## config.mk

```make
export PLATFORM = sky130hd
export DESIGN_NAME = lprl_cell
export DESIGN_NICKNAME = d
export VERILOG_FILES = /design/src/rtl/lprl_pkg.sv /design/src/rtl/lprl_cell.sv
export SDC_FILE = /design/constraint.sdc
export NUM_CORES = 1
export LEC_CHECK = 0
export BUFFER_PORTS_ARGS = -buffer_cell sky130_fd_sc_hd__buf_2
export CAP_MARGIN = 20
export CORE_MARGIN = 10
export CORE_UTILIZATION = 45
export DETAILED_ROUTE_END_ITERATION = 7
export PLACE_DENSITY = 0.76
export SYNTH_ARGS = -nofsm -noshare
export SYNTH_HDL_FRONTEND = slang
export SYNTH_SLANG_ARGS = --single-unit
```

## constraint.sdc

```tcl
create_clock -name clk -period 2.95 [get_ports clk]
set_clock_uncertainty 0.2 [all_clocks]
set_input_delay 0.1475 -clock clk [delete_from_list [all_inputs] [get_ports clk]]
set_output_delay 0.1475 -clock clk [all_outputs]
set_load 0.01 [all_outputs]
```

## src/rtl/lprl_pkg.sv

```systemverilog
`default_nettype none
// ----------------------------------------------------------------------------
// Longest prefix route lookup package
// Operation codes and the item carried from cell to cell along the chain.
// ----------------------------------------------------------------------------

package lprl_pkg;

	localparam logic OP_LOOKUP = 1'b0;
	localparam logic OP_WRITE  = 1'b1;

	localparam int unsigned ADDR_W  = 32;
	localparam int unsigned PORT_W  = 8;
	localparam int unsigned INDEX_W = 6;

	typedef struct packed {
		logic               opcode;
		logic [INDEX_W-1:0] index;
		logic [ADDR_W-1:0]  prefix;
		logic [ADDR_W-1:0]  mask;
		logic [ADDR_W-1:0]  gw_addr;
		logic [PORT_W-1:0]  port;
		logic               enable;
		logic [ADDR_W-1:0]  dest;
		logic               hit;
		logic [ADDR_W-1:0]  best_mask;
		logic [ADDR_W-1:0]  best_hop;
		logic [PORT_W-1:0]  best_port;
	} lprl_token_t;

endpackage

`default_nettype wire

```

## src/rtl/lprl_cell.sv

```systemverilog
`default_nettype none
// ----------------------------------------------------------------------------
// Route cell
// Holds one table entry. A write item addressed to this cell loads the
// entry; a lookup item is compared against it and takes over the entry when
// it is a better match. Every item moves on to the next cell.
// ----------------------------------------------------------------------------

module lprl_cell
	import lprl_pkg::*;
#(
	parameter int unsigned CELL_INDEX = 0
) (
	input  wire logic        clk,
	input  wire logic        arst_n,
	input  wire logic        advance,
	input  wire logic        tok_valid_in,
	input  wire lprl_token_t tok_in,
	output logic             tok_valid_out,
	output lprl_token_t      tok_out
);

	logic              ent_valid_q;
	logic [ADDR_W-1:0] ent_prefix_q;
	logic [ADDR_W-1:0] ent_mask_q;
	logic [ADDR_W-1:0] ent_hop_q;
	logic [PORT_W-1:0] ent_port_q;
	logic              tok_valid_q;
	lprl_token_t       tok_q;
	lprl_token_t       tok_d;
	logic              wr_sel;
	logic              match;
	logic              better;

	assign wr_sel = advance && tok_valid_in && (tok_in.opcode == OP_WRITE)
		&& (32'(tok_in.index) == CELL_INDEX);
	assign match  = ent_valid_q && ((tok_in.dest & ent_mask_q) == ent_prefix_q);
	assign better = match && (!tok_in.hit || (ent_mask_q > tok_in.best_mask));

	always_comb begin
		tok_d = tok_in;
		if ((tok_in.opcode == OP_LOOKUP) && better) begin
			tok_d.hit       = 1'b1;
			tok_d.best_mask = ent_mask_q;
			tok_d.best_hop  = ent_hop_q;
			tok_d.best_port = ent_port_q;
		end
	end

	always_ff @(posedge clk or negedge arst_n) begin
		if (!arst_n) begin
			ent_valid_q <= 1'b0;
			tok_valid_q <= 1'b0;
		end else if (advance) begin
			tok_valid_q <= tok_valid_in;
			if (wr_sel) begin
				ent_valid_q <= tok_in.enable;
			end
		end
	end

	always_ff @(posedge clk) begin
		if (wr_sel) begin
			ent_prefix_q <= tok_in.prefix;
			ent_mask_q   <= tok_in.mask;
			ent_hop_q    <= tok_in.gw_addr;
			ent_port_q   <= tok_in.port;
		end
		if (advance) begin
			tok_q <= tok_d;
		end
	end

	assign tok_valid_out = tok_valid_q;
	assign tok_out       = tok_q;

endmodule

`default_nettype wire

```

==> qor.yml, run 1 <==
antenna_found_initial: 5
drive_gt1_share_pct: 46.3
rrSetupSlack_ns: -0.19
yosys_most_used_dff: "edfxtp_1"
layoutNonFillerInstCount: 1720
placed_area_um2: 15200
grt_setup_unrepaired: "true"
gp_congestion: 0.842
synth_top_area_share_pct: 78.6
area_growth_pct: 54.7
yosys-top-cells-area: "edfxtp_1, mux2_4, ha_1, xor2_1, inv_1"
vias: 8713
arrival_ns: 3.19
clk_pin_slew_worst_paths_ns: 0.06
fin_area_um2: 19000
relSlewSlack_pct: 39.0
required_ns: 3.00
ys_ff_latch: 323
setup_viol: 72
leakage_nw: 8.17
chipHeight_um: 185
ys_warn_count: 0
worst_path_max_delay_cell: "edfxtp_1"
cts_root_buffer: "clkbuf_16"
slew_violations: 0
drc: 0
min_from: "tok_in[79]"
tns_ns: -11.82
critPathKind: "reg2reg"
cp_max_fo: 11
cts_sinks: 323
grt_pass1_vias: 9393
ys_async_sr_fraction_pct: 0.619
netlist_top_cells_count: "edfxtp_1, mux2_4, inv_1"
status: "finished, violations left"
yosys.area.top_type: "edfxtp_1"
die_x_um: 185
numPortBuffers: 438
grt.total_usage_pct: 23.0
crit_family: "simple AND/OR/NAND/NOR gates"
hold_viol: 0
crit_path_cell_trace: "ha_4 > nand4_1 > buf_4 > nor4_4 > nor2b_4 > nor2_2 > o311ai_4 > buf_12 > buf_16 > mux2_4"
fp.dieArea_um2: 34200
tightest_slew_ns: 0.914
hold_class: "in2reg"
cp_num_buf_inv: 3
worstReg2RegEnd: "tok_out[13]"
cts_buffer_depth: 3
synth.avg_cell_area_um2: 20.4
timing.fmax_mhz: 319
violations: "setup timing"
post-place-cells: 1419
routed_wl_um: 41900
via_per_inst: 5.07
holdPathEnd: "tok_out[79]"
irDropWorstVdd_mv: 0.554
cp-end-kind: "flip-flop"
core_um2: 26900
h-tree-depth: 2
drt_iter0_markers: 495
synth_cells: 602
p_per_area_nw_per_um2: 570
netlist_area_um2: 12300
crit_path_max_incr_delay_ns: 0.44
synth_nets: 855
start_kind: "flip-flop"
whs_path_depth: 2
min_period_ns: 3.14
synth_edf_count: 321
wl_per_cell_um: 24.4
overflow: 0
ys_seq_area_share_pct: 79.0
io_pins: 439
ant_nets: 0
drv_cap: 0
reg2reg_from: "ent_mask_q[14]"
tritoncts: "built"
fin_crit_sh_pct: 106
setup_ws_ns: -0.189
grt_max_degree: 113
clock_latency_ns: 0.50
yosysMostFrequentCell: "edfxtp_1"
hpwlAfterDp_um: 26800
grt_pass1_wl_um: 58300
std_cell_rows: 60
reg2reg_depth: 10
firstDrtPassIters: 5
cts_buffers: 35
nets: 1603
initial_core_util_pct: 45.6
ys_types: 34
-- registers in the layout, summed over array words and instances (netlist names) --
signal         flops
ent_prefix_q      32
ent_hop_q         32
ent_port_q         8
tok_valid_out      1
tok_out          217
ent_valid_q        1
ent_mask_q        32
-- worst max-delay path by stage --
stage | depth (start not counted) | slack (ns) | startpoint | to
floorplan | 3 | -1.92 | tok_in[211] | ent_valid_q
global placement | 8 | -0.17 | ent_mask_q[14] | tok_out[0]
global route | 9 | -0.24 | ent_mask_q[11] | tok_out[36]
detailed placement | 9 | -0.21 | ent_mask_q[27] | tok_out[0]
finish | 10 | -0.19 | ent_mask_q[14] | tok_out[13]
CTS | 10 | -0.07 | ent_mask_q[28] | tok_out[66]
-- timing repair --
| item | CTS | global route |
|---|---|---|
| buffers inserted | 4 | 2 |
| pin swaps | 7 | 6 |
| setup endpoints to repair | 72 | 72 |
| cloned | 2 | 6 |
| hold endpoints to repair | 361 | 0 |
| resized for setup | 20 | 13 |
| hold buffers | 221 | 0 |
-- per-stage QoR --
step / power (mW) / setup slack, ns / hold WS, ns / util [%]
floorplan: 5.76 / -1.92 / -0.348 / -
global placement: 6.31 / -0.167 / -0.267 / 56.6
detailed placement: 6.33 / -0.207 / -0.265 / 56.6
CTS: 10.8 / -0.0713 / 0.158 / 69.6
global route: 11.1 / -0.245 / 0.169 / 70.6
finish: 10.8 / -0.189 / 0.175 / 70.6
-- cell usage in the layout, fill, tap and decap left out, drive strengths merged, types with 6 or more instances in the layout --
master / count
edfxtp: 321
ha: 32
clkinv: 13
inv: 35
and3: 6
nand3: 9
nand4: 11
nand2: 26
mux2: 74
clkbuf: 47
a21o: 6
buf: 492
dlygate4sd3: 221
a21oi: 17
xor2: 16
-- metal layers --
layer | GRT usage, % | share of wire [%] | vias to the layer above
met4 | 9.33 | 3.5 | 2
li1 | - | - | 3868
met3 | 5.25 | 6.6 | 95
met5 | 0 | 0.026 | -
met2 | 41.8 | 54 | 421
met1 | 25.2 | 36 | 4327
-- worst register-to-register path: cells and delay by family (launching register included) --
kind / cells / cell delay, ns
compound gates: 1 / 0.37
simple gates: 4 / 0.68
fa+ha+maj: 1 / 0.30
mux: 1 / 0.32
flops: 1 / 0.44
buf+inv: 3 / 0.57
-- cell type report --
class	count	area [um^2]
multi-input combinational	238	2520
clock buffer	42	902
sequential	323	9690
timing repair buffer	718	5080
clock inverter	20	203
fill	1718	7910
antenna	4	10.0
inverter	34	128
tap	341	427
-- logic make-up (layout without fill, tap and decap cells) --
| logic type | Yosys count | after routing | share of synthesized area [%] |
|---|---|---|---|
| AO/OA/AOI/OAI | 43 | 43 | 2.48 |
| flip-flops | 323 | 323 | 79.0 |
| AND/OR/NAND/NOR | 69 | 69 | 3.15 |
| multiplexers | 74 | 74 | 8.94 |
| other | 0 | 4 | 0 |
| XOR/XNOR | 20 | 20 | 1.43 |
| buffers and inverters | 41 | 814 | 1.68 |
| adder cells (fa/ha/maj) | 32 | 32 | 3.27 |
-- power by group --
group          switching, mW  internal (mW)
sequential            0.0788           5.33
clock                   1.75           2.53
combinational          0.559          0.565
Note: power is estimated with default switching activity, not from simulation.
==> run 2: changes to the inputs <==
--- a/config.mk
+++ b/config.mk
@@ -5,11 +5,13 @@
 export SDC_FILE = /design/constraint.sdc
 export NUM_CORES = 1
 export LEC_CHECK = 0
+export ABC_AREA = 1
 export BUFFER_PORTS_ARGS = -buffer_cell sky130_fd_sc_hd__buf_2
 export CAP_MARGIN = 20
 export CORE_MARGIN = 10
 export CORE_UTILIZATION = 45
 export DETAILED_ROUTE_END_ITERATION = 7
+export GPL_TIMING_DRIVEN = 0
 export PLACE_DENSITY = 0.76
 export SYNTH_ARGS = -nofsm -noshare
 export SYNTH_HDL_FRONTEND = slang
==> qor.yml, run 2 <==
status: "finished, violations left"  # unchanged
violations: "hold timing"  # was setup timing
initial_core_util_pct: 45.7  # was 45.6%
numPortBuffers: 438  # unchanged
irDropWorstVdd_mv: 0.591  # was 0.554 mV
reg2reg_depth: 13  # was 10
overflow: 0  # unchanged
ys_types: 27  # was 34
critPathKind: "reg2reg"  # unchanged
io_pins: 439  # unchanged
tightest_slew_ns: 0.858  # was 0.914 ns
grt.total_usage_pct: 24.2  # was 23.0%
cts_sinks: 323  # unchanged
top_usage_layer: "met2"  # unchanged
die_x_um: 185  # about the same
nFillCells: 1760  # was 1718
fin_crit_sh_pct: 91.2  # was 106%
synth_top_area_share_pct: 78.5  # was 78.6%
slew_violations: 0  # unchanged
finish.utilization_pct: 68.9  # was 70.6%
clk_pin_slew_worst_paths_ns: 0.06  # about the same
yosysMostFrequentCell: "edfxtp_1"  # unchanged
min_from: "advance"  # was tok_in[79]
p_per_area_nw_per_um2: 583  # was 570 nW/um^2
final_common_cell: "buf_2"  # unchanged
crit_family: "simple AND/OR/NAND/NOR gates"  # unchanged
wl_per_cell_um: 22.4  # was 24.4 um
relSlewSlack_pct: 42.8  # was 39.0%
layout_common_cells: "buf_2, edfxtp_1, nand2_1, dlygate4sd3_1, nand3_1"  # was buf_2, edfxtp_1, dlygate4sd3_1, mux2_4, buf_4
grt_util_met3_pct: 6.13  # was 5.25%
chipHeight_um: 185  # about the same
start_kind: "flip-flop"  # unchanged
yosys-top-cells-area: "edfxtp_1, nand2_1, ha_1, nand3_1, inv_1"  # was edfxtp_1, mux2_4, ha_1, xor2_1, inv_1
std_cell_rows: 60  # unchanged
drc: 0  # unchanged
ys_seq_area_share_pct: 79.0  # about the same
synth_edf_count: 321  # unchanged
gp_congestion: 0.839  # was 0.842
reg2reg_from: "ent_mask_q[19]"  # was ent_mask_q[14]
ys_warn_count: 0  # unchanged
timing.fmax_mhz: 372  # was 319 MHz
ys_ff_latch: 323  # unchanged
gr-usage-met1_pct: 26.6  # was 25.2%
netlist_area_um2: 12300  # about the same
cts_buffer_depth: 3  # unchanged
vias: 9716  # was 8713
cts_root_buffer: "clkbuf_16"  # unchanged
via_per_inst: 5.07  # about the same
grt_pass1_vias: 10300  # was 9393
netlist_top_cells_count: "edfxtp_1, nand2_1, nand3_1"  # was edfxtp_1, mux2_4, inv_1
p_total_mw: 10.8  # about the same
arrival_ns: 2.74  # was 3.19 ns
required_ns: 3.00  # about the same
placed_area_um2: 15100  # was 15200 um^2
rrSetupSlack_ns: 0.26  # was -0.19 ns
yosys_most_used_dff: "edfxtp_1"  # unchanged
min_period_ns: 2.69  # was 3.14 ns
nets: 1801  # was 1603
fp.dieArea_um2: 34300  # was 34200 um^2
hold_viol: 14  # was 0
ant_nets: 0  # unchanged
layoutNonFillerInstCount: 1917  # was 1720
cp_max_fo: 10  # was 11
worst_path_max_delay_cell: "edfxtp_1"  # unchanged
core_um2: 26900  # unchanged
synth_cells: 833  # was 602
synth_nets: 1086  # was 855
whs_path_depth: 1  # was 2
yosys.area.top_type: "edfxtp_1"  # unchanged
post-place-cells: 1619  # was 1419
grt_pass1_wl_um: 62500  # was 58300 um
largest_register_ff_count: 217  # unchanged
drv_cap: 0  # unchanged
h-tree-depth: 2  # unchanged
area_growth_pct: 50.8  # was 54.7%
met2_usage_pct: 44.2  # was 41.8%
setup_viol: 0  # was 72
routed_wl_um: 42900  # was 41900 um
leakage_nw: 8.02  # was 8.17 nW
cp-end-kind: "flip-flop"  # unchanged
multi_input_area_um2: 2240  # was 2520 um^2
grt_setup_unrepaired: "false"  # was true
crit_path_max_incr_delay_ns: 0.46  # was 0.44 ns
ff_latch_area_um2: 9690  # unchanged
firstDrtPassIters: 7  # was 5
cp_common_cell: "nand2_1"
holdWs_ns: -0.0441  # was 0.175 ns
hpwlAfterDp_um: 28600  # was 26800 um
synth.avg_cell_area_um2: 14.7  # was 20.4 um^2
worstReg2RegEnd: "tok_out[4]"  # was tok_out[13]
ys_async_sr_fraction_pct: 0.619  # unchanged
grt_max_degree: 117  # was 113
fin_area_um2: 18500  # was 19000 um^2
hold_class: "in2reg"  # unchanged
crit_path_cell_trace: "ha_1 > a21oi_1 > nand2_1 > nand2_1 > nand3_1 > a21oi_1 > nand2_1 > nand2_1 > nand2_4 > buf_4 > buf_2 > nand3_1 > nand2_1"  # was ha_4 > nand4_1 > buf_4 > nor4_4 > nor2b_4 > nor2_2 > o311ai_4 > buf_12 > buf_16 > mux2_4
clock_latency_ns: 0.52  # was 0.50 ns
antenna_found_initial: 2  # was 5
holdPathEnd: "tok_out[144]"  # was tok_out[79]
cts_buffers: 35  # unchanged
drt_iter0_markers: 820  # was 495
tritoncts: "built"  # unchanged
drive_gt1_share_pct: 34.3  # was 46.3%
cp_num_buf_inv: 2  # was 3
==> run 2: cell families (layout without fill, tap and decap cells) <==
logic type      count (synthesis)  count (layout)  synth area share [%]
xor+xnor                       15              15                  1.07
other cells                     0               2                     0
fa+ha+maj                      32              32                  3.26
compound gates                 29              29                  1.22
flops                         323             323                  79.0
buf+inv                        71             812                  3.05
simple gates                  363             363                  12.4
==> run 2: worst register-to-register path, stage by stage (launching register included) <==
cell	delay [ns]
edfxtp_1	0.46
ha_1	0.33
a21oi_1	0.15
nand2_1	0.07
nand2_1	0.08
nand3_1	0.08
a21oi_1	0.22
nand2_1	0.09
nand2_1	0.10
nand2_4	0.08
buf_4	0.18
buf_2	0.20
nand3_1	0.11
nand2_1	0.09
==> run 2: area by class of cell <==
type / instances / area share, %
antenna: 2 / 0.0270
buffer: 22 / 1.03
clock buffer: 46 / 5.18
clock inverter: 17 / 0.859
inverter: 49 / 0.994
multi-input combinational: 439 / 12.1
sequential: 323 / 52.3
tap: 341 / 2.31
timing repair buffer: 678 / 25.2
==> run 2: timing repair <==
action,CTS,global route
setup buffers,0,13
pin swaps,0,2
setup endpoints to repair,72,86
resized for setup,3,0
endpoints found under the hold margin,333,0
hold buffers,220,0
==> run 2: worst max-delay path by stage <==
stage	cells after the start	endpoint	from	slack, ns
after floorplan	3	ent_hop_q[0]	tok_in[210]	-0.72
after global placement	4	ent_valid_q	advance	-6.07
after detailed placement	7	ent_mask_q[5]	advance	-0.51
after CTS	7	ent_mask_q[5]	advance	0.002
after global routing	15	tok_out[4]	ent_mask_q[18]	0.09
final	13	tok_out[4]	ent_mask_q[19]	0.26
==> run 2: per-layer routing <==
metal  part of all wire, %  vias to the layer above
met4                   3.3                        0
li1                      -                     4401
met5                     0                        -
met2                    53                      506
met3                   8.3                      105
met1                    35                     4704
==> run 2: power breakdown <==
part           switching [mW]  internal (mW)
sequential             0.0749           5.33
combinational           0.593          0.520
clock                    1.79           2.49
==> run 2: per-stage QoR <==
step | hold slack (ns) | setup TNS, ns | setup slack, ns
finish | -0.0441 | 0 | 0.261
global route | 0.00877 | 0 | 0.0888
CTS | 0.0103 | 0 | 0.00180
detailed placement | -0.247 | -51.66 | -0.511
global placement | -0.244 | -951.17 | -6.07
floorplan | -0.348 | -75.23 | -0.717
